### config.mk
export PLATFORM = sky130hd
export DESIGN_NAME = interval_capacity_reservation
export DESIGN_NICKNAME = d
export VERILOG_FILES = /design/src/rtl/icr_pkg.sv /design/src/rtl/interval_capacity_reservation.sv /design/src/rtl/icr_zone_mem.sv /design/src/rtl/icr_alu.sv
export SDC_FILE = /design/constraint.sdc
export NUM_CORES = 2
export LEC_CHECK = 0
export BUFFER_PORTS_ARGS = -buffer_cell sky130_fd_sc_hd__buf_2
export CAP_MARGIN = 20
export CORE_UTILIZATION = 60
export DETAILED_ROUTE_END_ITERATION = 10
export GPL_TIMING_DRIVEN = 0
export PLACE_DENSITY = 0.77
export RECOVER_POWER = 25
export SLEW_MARGIN = 20
export SYNTH_ARGS = -nofsm -noshare
export SYNTH_HDL_FRONTEND = slang
export SYNTH_SLANG_ARGS = --single-unit
### constraint.sdc
create_clock -name i_clk -period 15.5 [get_ports i_clk]
set_input_delay 1.55 -clock i_clk [delete_from_list [all_inputs] [get_ports i_clk]]
set_output_delay 1.55 -clock i_clk [all_outputs]
set_load 0.02 [all_outputs]
### src/rtl/icr_pkg.sv
// Package for the interval capacity reservation block.
// Holds op and status codes, register indexes and the zone unit result type.
// No dependencies.
package icr_pkg;

    localparam int ADDR_W = 3;
    localparam int DATA_W = 32;
    localparam int AMT_W  = 16;
    localparam int ZONE_W = 7;
    localparam int HID_W  = 8;

    localparam logic [1:0] OP_CHECK   = 2'd0;
    localparam logic [1:0] OP_RESERVE = 2'd1;
    localparam logic [1:0] OP_RELEASE = 2'd2;

    localparam logic [2:0] ST_OK      = 3'd0;
    localparam logic [2:0] ST_NO_ROOM = 3'd1;
    localparam logic [2:0] ST_PRESENT = 3'd2;
    localparam logic [2:0] ST_ABSENT  = 3'd3;
    localparam logic [2:0] ST_RANGE   = 3'd4;

    localparam logic REG_SECTION_LENGTH = 1'b0;
    localparam logic REG_ZONES_IN_USE   = 1'b1;

    typedef struct packed {
        logic [AMT_W-1:0] sum;
        logic [AMT_W-1:0] diff;
        logic             under;
        logic             over;
    } t_zone_res;

endpackage

### src/rtl/interval_capacity_reservation.sv
// Interval capacity reservation table: top level with sequencer, holder bitmap
// and configuration registers. Depends on icr_pkg, icr_zone_mem and icr_alu.
//
// One request is handled at a time. A check, or a reserve or release that
// fails, on a nonempty range of zones makes one pass over the zones that
// reads each used count through the shared zone unit to check room and
// underflow. A reserve or release that succeeds adds a second
// read-modify-write pass over the same zones, one zone per cycle through
// the store's one read port and one write port. Empty ranges and range
// errors skip the zone passes. A result still waiting at the output holds
// the block before its update pass and stalls the next request. After reset
// the used-room store is cleared zone by zone before the first request is
// accepted; configuration writes are taken at any time.
module interval_capacity_reservation
    import icr_pkg::*;
#(
    parameter int ZONE_COUNT   = 64,
    parameter int HOLDER_COUNT = 256
) (
    input  logic              i_clk,
    input  logic              i_rst_n,
    input  logic              psel,
    input  logic              penable,
    input  logic              pwrite,
    input  logic [ADDR_W-1:0] paddr,
    input  logic [DATA_W-1:0] pwdata,
    output logic [DATA_W-1:0] prdata,
    output logic              pready,
    input  logic              i_valid,
    output logic              o_ready,
    input  logic [1:0]        i_op,
    input  logic [HID_W-1:0]  i_holder_id,
    input  logic [AMT_W-1:0]  i_amount,
    input  logic [ZONE_W-1:0] i_first_zone,
    input  logic [ZONE_W-1:0] i_last_zone,
    output logic              o_valid,
    input  logic              i_ready,
    output logic              o_fits,
    output logic [2:0]        o_status
);

    localparam int AW = (ZONE_COUNT > 1) ? $clog2(ZONE_COUNT) : 1;
    localparam int HD = (HOLDER_COUNT < 256) ? HOLDER_COUNT : 256;
    localparam int HW = $clog2(HD);

    typedef enum logic [5:0] {
        S_CLEAR  = 6'b000001,
        S_IDLE   = 6'b000010,
        S_SETUP  = 6'b000100,
        S_CHECK  = 6'b001000,
        S_DECIDE = 6'b010000,
        S_UPDATE = 6'b100000
    } t_state;

    t_state            r_state, n_state;
    logic [AMT_W-1:0]  r_sec_len;
    logic [ZONE_W-1:0] r_zones;
    logic [HD-1:0]     r_hold;

    logic [1:0]        r_op;
    logic [HID_W-1:0]  r_hid;
    logic [AMT_W-1:0]  r_amt;
    logic [ZONE_W-1:0] r_lo, r_hi;
    logic [AMT_W-1:0]  r_limit;
    logic              r_limit_neg;
    logic              r_rng_err;
    logic              r_fail_fit;
    logic              r_under;
    logic              r_present;
    logic [7:0]        r_z;
    logic              r_pend;
    logic [AW-1:0]     r_wa;
    logic [AW-1:0]     r_ca;

    logic              r_o_valid;
    logic              r_o_fits;
    logic [2:0]        r_o_status;

    logic              cfg_wr;
    logic              in_acc;
    logic              issue;
    logic              mem_we;
    logic [AW-1:0]     mem_waddr;
    logic [AMT_W-1:0]  mem_wdata;
    logic [AW-1:0]     mem_raddr;
    logic [AMT_W-1:0]  mem_rdata;
    t_zone_res         zres;
    logic [AMT_W:0]    limit_full;
    logic              empty_rng;
    logic              rng_err;
    logic              hid_oob;
    logic              out_free;
    logic              upd_go;
    logic [2:0]        status;

    // configuration port
    assign pready = 1'b1;
    assign cfg_wr = psel && penable && pwrite;

    always_ff @(posedge i_clk) begin
        if (!i_rst_n) begin
            r_sec_len <= '1;
            r_zones   <= ZONE_W'(64);
        end else if (cfg_wr) begin
            unique case (paddr[2])
                REG_SECTION_LENGTH: r_sec_len <= pwdata[AMT_W-1:0];
                REG_ZONES_IN_USE:   r_zones   <= pwdata[ZONE_W-1:0];
                default:            ;
            endcase
        end
    end

    always_comb begin
        unique case (paddr[2])
            REG_SECTION_LENGTH: prdata = DATA_W'(r_sec_len);
            REG_ZONES_IN_USE:   prdata = DATA_W'(r_zones);
            default:            prdata = '0;
        endcase
    end

    // datapath
    icr_zone_mem #(
        .DEPTH  (ZONE_COUNT),
        .ADDR_W (AW),
        .DATA_W (AMT_W)
    ) u_mem (
        .i_clk   (i_clk),
        .i_we    (mem_we),
        .i_waddr (mem_waddr),
        .i_wdata (mem_wdata),
        .i_re    (issue),
        .i_raddr (mem_raddr),
        .o_rdata (mem_rdata)
    );

    icr_alu u_alu (
        .i_used      (mem_rdata),
        .i_amount    (r_amt),
        .i_limit     (r_limit),
        .i_limit_neg (r_limit_neg),
        .o_res       (zres)
    );

    assign in_acc     = i_valid && (r_state == S_IDLE);
    assign o_ready    = (r_state == S_IDLE);
    assign issue      = ((r_state == S_CHECK) || (r_state == S_UPDATE)) && (r_z <= {1'b0, r_hi});
    assign mem_raddr  = AW'(r_z - 8'd1);
    assign limit_full = {1'b0, r_sec_len} - {1'b0, r_amt};
    assign empty_rng  = r_lo > r_hi;
    assign rng_err    = !empty_rng && ((r_lo == '0) || (r_hi > r_zones)
                        || (32'(r_hi) > ZONE_COUNT));
    assign hid_oob    = 32'(r_hid) >= HOLDER_COUNT;
    assign out_free   = !r_o_valid || i_ready;

    always_comb begin
        mem_we    = 1'b0;
        mem_waddr = r_wa;
        mem_wdata = (r_op == OP_RESERVE) ? zres.sum : zres.diff;
        if (r_state == S_CLEAR) begin
            mem_we    = 1'b1;
            mem_waddr = r_ca;
            mem_wdata = '0;
        end else if ((r_state == S_UPDATE) && r_pend) begin
            mem_we = 1'b1;
        end
    end

    // outcome of the request, valid in S_DECIDE
    always_comb begin
        status = ST_OK;
        upd_go = 1'b0;
        if (r_rng_err) begin
            status = ST_RANGE;
        end else begin
            case (r_op)
                OP_RESERVE: begin
                    if (hid_oob) begin
                        status = ST_RANGE;
                    end else if (r_present) begin
                        status = ST_PRESENT;
                    end else if (r_fail_fit) begin
                        status = ST_NO_ROOM;
                    end else begin
                        upd_go = 1'b1;
                    end
                end
                OP_RELEASE: begin
                    if (hid_oob) begin
                        status = ST_RANGE;
                    end else if (!r_present || r_under) begin
                        status = ST_ABSENT;
                    end else begin
                        upd_go = 1'b1;
                    end
                end
                default: begin
                    status = r_fail_fit ? ST_NO_ROOM : ST_OK;
                end
            endcase
        end
    end

    always_comb begin
        n_state = r_state;
        unique case (r_state)
            S_CLEAR: begin
                if (r_ca == AW'(ZONE_COUNT - 1)) begin
                    n_state = S_IDLE;
                end
            end
            S_IDLE: begin
                if (in_acc) begin
                    n_state = S_SETUP;
                end
            end
            S_SETUP: begin
                n_state = (rng_err || empty_rng) ? S_DECIDE : S_CHECK;
            end
            S_CHECK: begin
                if (!issue && !r_pend) begin
                    n_state = S_DECIDE;
                end
            end
            S_DECIDE: begin
                if (out_free) begin
                    n_state = (upd_go && !empty_rng) ? S_UPDATE : S_IDLE;
                end
            end
            S_UPDATE: begin
                if (!issue && !r_pend) begin
                    n_state = S_IDLE;
                end
            end
            default: n_state = S_IDLE;
        endcase
    end

    always_ff @(posedge i_clk) begin
        if (!i_rst_n) begin
            r_state   <= S_CLEAR;
            r_ca      <= '0;
            r_hold    <= '0;
            r_pend    <= 1'b0;
            r_o_valid <= 1'b0;
        end else begin
            r_state <= n_state;
            if (r_o_valid && i_ready && (r_state != S_DECIDE)) begin
                r_o_valid <= 1'b0;
            end
            unique case (r_state)
                S_CLEAR: begin
                    r_ca <= r_ca + AW'(1);
                end
                S_IDLE: begin
                    if (in_acc) begin
                        r_op  <= i_op;
                        r_hid <= i_holder_id;
                        r_amt <= i_amount;
                        r_lo  <= i_first_zone;
                        r_hi  <= i_last_zone;
                    end
                end
                S_SETUP: begin
                    r_limit     <= limit_full[AMT_W-1:0];
                    r_limit_neg <= limit_full[AMT_W];
                    r_rng_err   <= rng_err;
                    r_fail_fit  <= 1'b0;
                    r_under     <= 1'b0;
                    r_present   <= !hid_oob && r_hold[HW'(r_hid)];
                    r_z         <= 8'(r_lo);
                    r_pend      <= 1'b0;
                end
                S_CHECK: begin
                    r_pend <= issue;
                    if (issue) begin
                        r_z <= r_z + 8'd1;
                    end
                    if (r_pend) begin
                        r_fail_fit <= r_fail_fit | zres.over;
                        r_under    <= r_under | zres.under;
                    end
                end
                S_DECIDE: begin
                    r_z    <= 8'(r_lo);
                    r_pend <= 1'b0;
                    if (out_free) begin
                        r_o_valid  <= 1'b1;
                        r_o_fits   <= !r_rng_err && !r_fail_fit;
                        r_o_status <= status;
                        if (upd_go) begin
                            r_hold[HW'(r_hid)] <= (r_op == OP_RESERVE);
                        end
                    end
                end
                S_UPDATE: begin
                    r_pend <= issue;
                    if (issue) begin
                        r_z  <= r_z + 8'd1;
                        r_wa <= mem_raddr;
                    end
                end
                default: ;
            endcase
        end
    end

    assign o_valid  = r_o_valid;
    assign o_fits   = r_o_fits;
    assign o_status = r_o_status;

endmodule

### src/rtl/icr_zone_mem.sv
// Used-room store: one write port, one read port, registered read data.
// Depends on nothing beyond its parameters.
module icr_zone_mem #(
    parameter int DEPTH  = 64,
    parameter int ADDR_W = 6,
    parameter int DATA_W = 16
) (
    input  logic              i_clk,
    input  logic              i_we,
    input  logic [ADDR_W-1:0] i_waddr,
    input  logic [DATA_W-1:0] i_wdata,
    input  logic              i_re,
    input  logic [ADDR_W-1:0] i_raddr,
    output logic [DATA_W-1:0] o_rdata
);

    logic [DATA_W-1:0] r_mem [DEPTH];
    logic [DATA_W-1:0] r_rdata;

    always_ff @(posedge i_clk) begin
        if (i_we) begin
            r_mem[i_waddr] <= i_wdata;
        end
    end

    always_ff @(posedge i_clk) begin
        if (i_re) begin
            r_rdata <= r_mem[i_raddr];
        end
    end

    assign o_rdata = r_rdata;

endmodule

### src/rtl/icr_alu.sv
// Shared zone unit: add, subtract and room compare for one zone per cycle.
// Depends on icr_pkg.
module icr_alu
    import icr_pkg::*;
(
    input  logic [AMT_W-1:0] i_used,
    input  logic [AMT_W-1:0] i_amount,
    input  logic [AMT_W-1:0] i_limit,
    input  logic             i_limit_neg,
    output t_zone_res        o_res
);

    logic [AMT_W:0] diff;

    // limit = capacity - amount; a zone lacks room when amount is nonzero and the limit is negative or used exceeds it
    assign diff         = {1'b0, i_used} - {1'b0, i_amount};
    assign o_res.diff   = diff[AMT_W-1:0];
    assign o_res.under  = diff[AMT_W];
    assign o_res.sum    = i_used + i_amount;
    assign o_res.over   = (i_amount != '0) && (i_limit_neg || (i_used > i_limit));

endmodule
# [After elaboration in Yosys (flattened, before gate mapping)]
# Memory sizes are Yosys's and may differ from the RTL's. A register that Yosys moved wholly into a read port is not among the register bits.
# Cells that the tools add are included.
[totals] mem_bits_rw=1024 register_bits=372 out_inout_bits=39 input_bits=82 elab_cells=139 mem_count=1
[classes] n_eq_ne=17 reduce_logical=43 mux=40 n_lt_le_gt_ge=7 n_bitwise=3 addsub=6
[memory_table] name="u_mem.r_mem" depth=64 width=16 rd=1 rd_ports_with_merged_regs=1 write_ports=1 line="icr_zone_mem.sv:17" text="logic [DATA_W-1:0] r_mem [DEPTH];"
[op_table] op="256-bit bitwise mux" n=1
[op_table] op="32-bit one-hot mux with 2 select lines" n=1
[op_table] op="6-bit two-way mux" n=7
[op_table] op="6-bit one-hot mux with 6 select lines" n=1
[op_table] op="16-bit by 16-bit subtractor with 17-bit output" n=2
[op_table] op="16-bit two-way mux" n=2
[op_table] op="3-bit AND reduction" n=6
[op_table] op="16-bit adder" n=1
[op_table] op="16-bit greater-than comparator" n=1
[op_table] op="1-bit two-way mux" n=16
[op_table] op="8-bit one-hot mux with 2 select lines" n=1
[op_table] op="16-bit nonzero test" n=1
[op_table] op="7-bit greater-than comparator" n=2
[op_table] op="1-bit logical AND" n=13
[op_table] op="6-bit equality test (second input constant)" n=2
[op_table] op="2-bit by 1-bit != test with 1-bit output (second input constant)" n=5
[op_table] op="8-bit by 9-bit less-than comparator with 1-bit output (second input constant)" n=1
[op_table] op="8-bit by 1-bit adder with 8-bit output (second input constant)" n=1
[op_table] op="1-bit binary-select mux with 8-bit select" n=1
[op_table] op="1-bit demux with 8-bit select" n=1
[op_table] op="8-bit by 1-bit >= comparator with 1-bit output (second input constant)" n=1
[op_table] op="8-bit by 7-bit <= comparator with 1-bit output" n=1
[op_table] op="8-bit two-way mux" n=1
[op_table] op="1-bit one-hot mux with 2 select lines" n=4
[op_table] op="24 further kinds" n=43

# [Logic depth before layout (Yosys ltp)]
[depth] word_depth=9 depth_mapped=13 ltp_nobuf=12

# [By module]
# Synthesis repeated with hierarchy kept, for this count alone.
[hier_totals] cells_unflattened=4136 area_unflattened_um2=60419.2
[by_module_without_submodules] module="icr_zone_mem" seq_area_each_um2=31230.0 cells_per_inst=1829 n_inst=1 area_per_inst_um2=40202.3
[by_module_without_submodules] module="interval_capacity_reservation" seq_area_each_um2=8237.9 cells_per_inst=2021 n_inst=1 area_per_inst_um2=18207.5
[by_module_without_submodules] module="icr_alu" seq_area_each_um2=0.0 cells_per_inst=286 n_inst=1 area_per_inst_um2=2009.4

# [Worst setup path after synthesis]
# Ideal clock, no wire load.
[synth_timing] kind="reg2reg" start="reg u_mem.r_rdata[4] (netlist: u_mem.o_rdata[4]) (read register of u_mem.r_mem)" end="mem u_mem.r_mem[0][5] (data pin)" slack_ps=10548 setup_time_ps=712 path_stages_with_launch=8 required_time_ps=14788 period_less_slack_ps=4952 t_arrival_ps=4240 path_buffers=1 cell_sequence="edfxtp_1 ha_1 clkbuf_1 inv_1 a221oi_1 a21oi_1 o21ai_0 nor3b_1"
[synth_between] elab_chain_cells=3 word_cells_on_any_way=4 classes_between="2 x add/sub; 2 x mux"
[synth_rtl] element="start, declared" line="icr_zone_mem.sv:18" text="logic [DATA_W-1:0] r_rdata;"
[synth_rtl] element="16-bit by 16-bit subtractor with 17-bit output or 16-bit adder (tied branches)" line="icr_alu.sv:16, icr_alu.sv:19"
[synth_rtl] element="16-bit two-way mux (*)" line="interval_capacity_reservation.sv:158" text="mem_wdata = (r_op == OP_RESERVE) ? zres.sum : zres.diff;"
[synth_rtl] element="16-bit two-way mux (*)" line="interval_capacity_reservation.sv:159" text="if (r_state == S_CLEAR) begin"
[synth_rtl] element="named net mem_wdata[5]" line="interval_capacity_reservation.sv:84" text="logic [AMT_W-1:0] mem_wdata;"
[synth_rtl] element="end, declared" line="icr_zone_mem.sv:17"
# The timed path passes the listed nets; every way through them passes the cells marked *.

# [Worst setup path after layout]
[layout_timing] start="reg r_z[0]" end="reg u_mem.r_rdata[9] (netlist: u_mem.o_rdata[9]) (read register of u_mem.r_mem) (data pin)"
[layout_between] word_cells_on_any_way=3 classes_between="1 x add/sub; 1 x order compare; 1 x reduce/logical"
[layout_rtl] element="start, declared" line="interval_capacity_reservation.sv:70" text="logic [7:0] r_z;"
[layout_rtl] element="start signal, assigned" line="interval_capacity_reservation.sv:270" text="r_z <= 8'(r_lo);"
[layout_rtl] element="start signal, assigned" line="interval_capacity_reservation.sv:276" text="r_z <= r_z + 8'd1;"
[layout_rtl] element="start signal, assigned" line="interval_capacity_reservation.sv:284" text="r_z <= 8'(r_lo);"
[layout_rtl] element="6-bit by 1-bit subtractor with 6-bit output" line="interval_capacity_reservation.sv:147" text="assign mem_raddr = AW'(r_z - 8'd1);"
[layout_rtl] element="named net mem_raddr[0]" line="interval_capacity_reservation.sv:85" text="logic [AW-1:0] mem_raddr;"
# The timed path passes the listed nets, and every way through them passes these cells.
# A chain may end at the register's enable or synchronous reset.

==> run metrics <==
outcome finished with violations; failing checks design-rule violations, max-capacitance violations, max-slew violations; Finish-stage setup viols 0; cts repair resizes 0; Worst VDD drop 0.107 mV; drt pass-1 iters 11; die area 100000 sq um; area of the core 97300 sq um; CTS Buf Count 140; global-route wire length before repair 256 mm; nets@finish 4273; CTS tree built; post-CTS setup buffers 0; R2R setup slack 8.10 ns; PwrDens 119 nW/um^2; die height 316 um; ys async rst share 0%; #FFs+latches synth 1412; Setup crit start kind flip-flop; Relative slew margins -77.5%; Worst Path Class, Setup flip-flop to flip-flop; CP Data Required Time 15.98 ns; Hold Path Class flip-flop to flip-flop; Initial Util 61.0%; Slew @ Worst Pin 2.65 ns; WHS 0.474 ns; global route total overflow 0; endpoint class of the critical path flip-flop; DR iter-0 viols 6243; Final Max Tran Viols 553; Final min period 7.40 ns; Cell Area, Placed 63100 sq um; Buffers on Ports 85; overall global routing resource usage 35.9%; RSZ-0062 raised after global routing false; Fill cells 6066; # hold bufs at CTS 0; initial antenna violation count 8; share of layout cells above drive strength 1 21.9%; clk sinks 1412; Final Hold Fails 0; row count 114; vias in the first global route 37600; Mapped Area 59300 sq um; sequential share of the synthesized area 66.5%; Avg WL per Cell 32.4 um; detailed placer's ending HPWL 115 mm; max-cap violations 19; area delta synth->final 13.4%; Data arrival, critical path 7.88 ns; setup skew after layout 0.0295 ns; design area 67300 sq um; vias 38900; EDFF count, synth 1119; Synth warnings 0; Sum Neg Setup Slack 0 ns; Avg Inst Size Synth 15.8 sq um; vias per cell 7.09; Routed WL 178 mm; clk_lat worst skew 0.79 ns; largest net degree at the start of global routing 34; CTS max path bufs 3; DRC viols 2; fmax 0.135 GHz; Leak 0.0219 uW; Yosys cell types 71; prevailing post-synth register cell edfxtp_1; # IOs 121; cells after synthesis 3765; CTS clock-pin slew for the worst setup and hold paths 0.06 ns; GP Congestion 0.989; H-tree depth 4; Tcrit/Tclk final 47.7%; Post-DRT Antenna Nets 0; final worst slack 8.10 ns; CP max FO 10; root buffer cell clkbuf_16; die width 316 um; DP Worst Slack 9.04 ns
[layer usage]
metal / part of all wire (%) / vias to the layer above / track usage, % / wire length (um)
met2: 45 / 3451 / 54.5 / 80900
met5: 0.037 / - / 0 / 65
met1: 35 / 19300 / 47.4 / 61500
met4: 5.8 / 8 / 17.9 / 10200
li1: - / 15500 / - / -
met3: 14 / 714 / 11.2 / 25200
[cell usage after synthesis, drive strengths merged, types with 3 or more instances]
master   count  area [sq um]
dfxtp      293          5870
mux4       406          9140
or3         24           155
ha          89          1110
a21oi      312          1560
xor2        17           149
xnor2       18           158
clkbuf     181           679
and2         4          25.0
a31oi       13          81.3
o31ai        6          45.0
nor2b       31           194
mux2i       19           190
and3         8          50.1
nor3b        9          67.6
or2          5          31.3
a211oi       9          67.6
nand4       14          87.6
nor2       157           614
o21bai       9          67.6
buf         82           439
a22o         5          43.8
nand4b       3          26.3
o211ai       7          52.6
fa           3          60.1
a221oi       6          52.6
o21ai      297          1490
inv         76           285
o22ai        3          18.8
mux2         6          67.6
a21o        12          90.1
nor3        33           203
nand3b       6          45.0
nor4         7          58.8
o41ai        3          26.3
o21a         9          67.6
edfxtp    1119         33600
nand3      290          1450
nand2b      37           234
a2111oi      3          32.5
nand2      110           415
[registers in the layout, indices dropped and copies added, names as in the netlist, 8 cells and up]
register       count
r_sec_len         16
r_hid              8
r_amt             16
r_limit           16
r_z                8
u_mem.o_rdata     16
u_mem.r_mem     1024
r_hold           256
[area by class of cell]
cell class	count	area (sq um)	area share (%)
Clock inverter	56	589	0.876
Buffer	263	1120	1.67
Timing Repair Buffer	177	1550	2.30
Multi-Input combinational cell	2029	18700	27.8
Sequential cell	1412	39500	58.7
Clock buffer	198	3950	5.87
Inverter	76	285	0.424
Antenna cell	4	10.0	0.0149
Tap cell	1276	1600	2.37
[path summary, 6_finish.rpt]
| kind | cells past startpoint | start | to |
|---|---|---|---|
| max | 11 | r_z[0] | u_mem.o_rdata[9] |
| min | 2 | r_hold[59] | r_hold[59] |
| max reg2reg | 11 | r_z[0] | u_mem.o_rdata[9] |
| min reg2reg | 2 | r_hold[59] | r_hold[59] |
[power breakdown]
group          switching [uW]  internal, uW
clock                    1480          1920
combinational             279          89.9
sequential               23.7          4200
total                    1780          6220
[layout by cell type (no fill, tap or decap), types with 11 or more instances in the layout]
| master | count |
|---|---|
| xor2_1 | 16 |
| buf_6 | 38 |
| conb_1 | 17 |
| nand2b_1 | 36 |
| nand3_1 | 290 |
| a21o_1 | 12 |
| clkbuf_1 | 249 |
| buf_4 | 21 |
| buf_8 | 24 |
| or3_1 | 24 |
| dfxtp_1 | 293 |
| buf_2 | 122 |
| o21ai_0 | 297 |
| nor2_2 | 68 |
| inv_1 | 75 |
| nor2b_1 | 30 |
| a21oi_1 | 311 |
| clkinv_2 | 12 |
| xnor2_1 | 18 |
| mux4_2 | 406 |
| ha_1 | 89 |
| buf_1 | 11 |
| mux2i_1 | 17 |
| nor2_1 | 81 |
| clkinv_1 | 18 |
| nor3_1 | 29 |
| edfxtp_1 | 1119 |
| nand4_1 | 14 |
| nand2_1 | 109 |
| a31oi_1 | 13 |
| clkbuf_16 | 146 |
[stage by stage]
| step | std cells | util, % | total power [uW] |
|---|---|---|---|
| 2_1_floorplan | 3780 | - | 4470 |
| 3_3_place_gp | 5141 | 63.1 | 4600 |
| 3_5_place_dp | 5233 | 64.8 | 4670 |
| 4_1_cts | 5487 | 69.5 | 8020 |
| 5_1_grt | 5488 | 69.2 | 8160 |
| 6_report | 5491 | 69.2 | 8000 |
[worst max-delay path, stage by stage, from the launching register on]
cell	delay [ns]
edfxtp_1	0.36
clkbuf_1	0.56
clkbuf_1	0.77
clkbuf_1	1.00
inv_1	0.31
ha_1	0.38
clkbuf_1	0.28
clkbuf_1	0.87
clkbuf_1	0.89
mux4_2	0.48
mux4_2	0.59
mux4_2	0.59
[cell families (layout without fill, tap and decap cells)]
logic type	count (synthesis)	after routing	synth area share, %
other	2	21	0.0127
adder cells (fa/ha/maj)	92	92	1.98
AO/OA/AOI/OAI	711	711	6.49
buffers and inverters	339	770	2.37
multiplexers	431	431	15.9
flip-flops	1412	1412	66.5
AND/OR/NAND/NOR	743	743	6.24
XOR/XNOR	35	35	0.517
No activity file was read; power rests on OpenSTA's default activity.
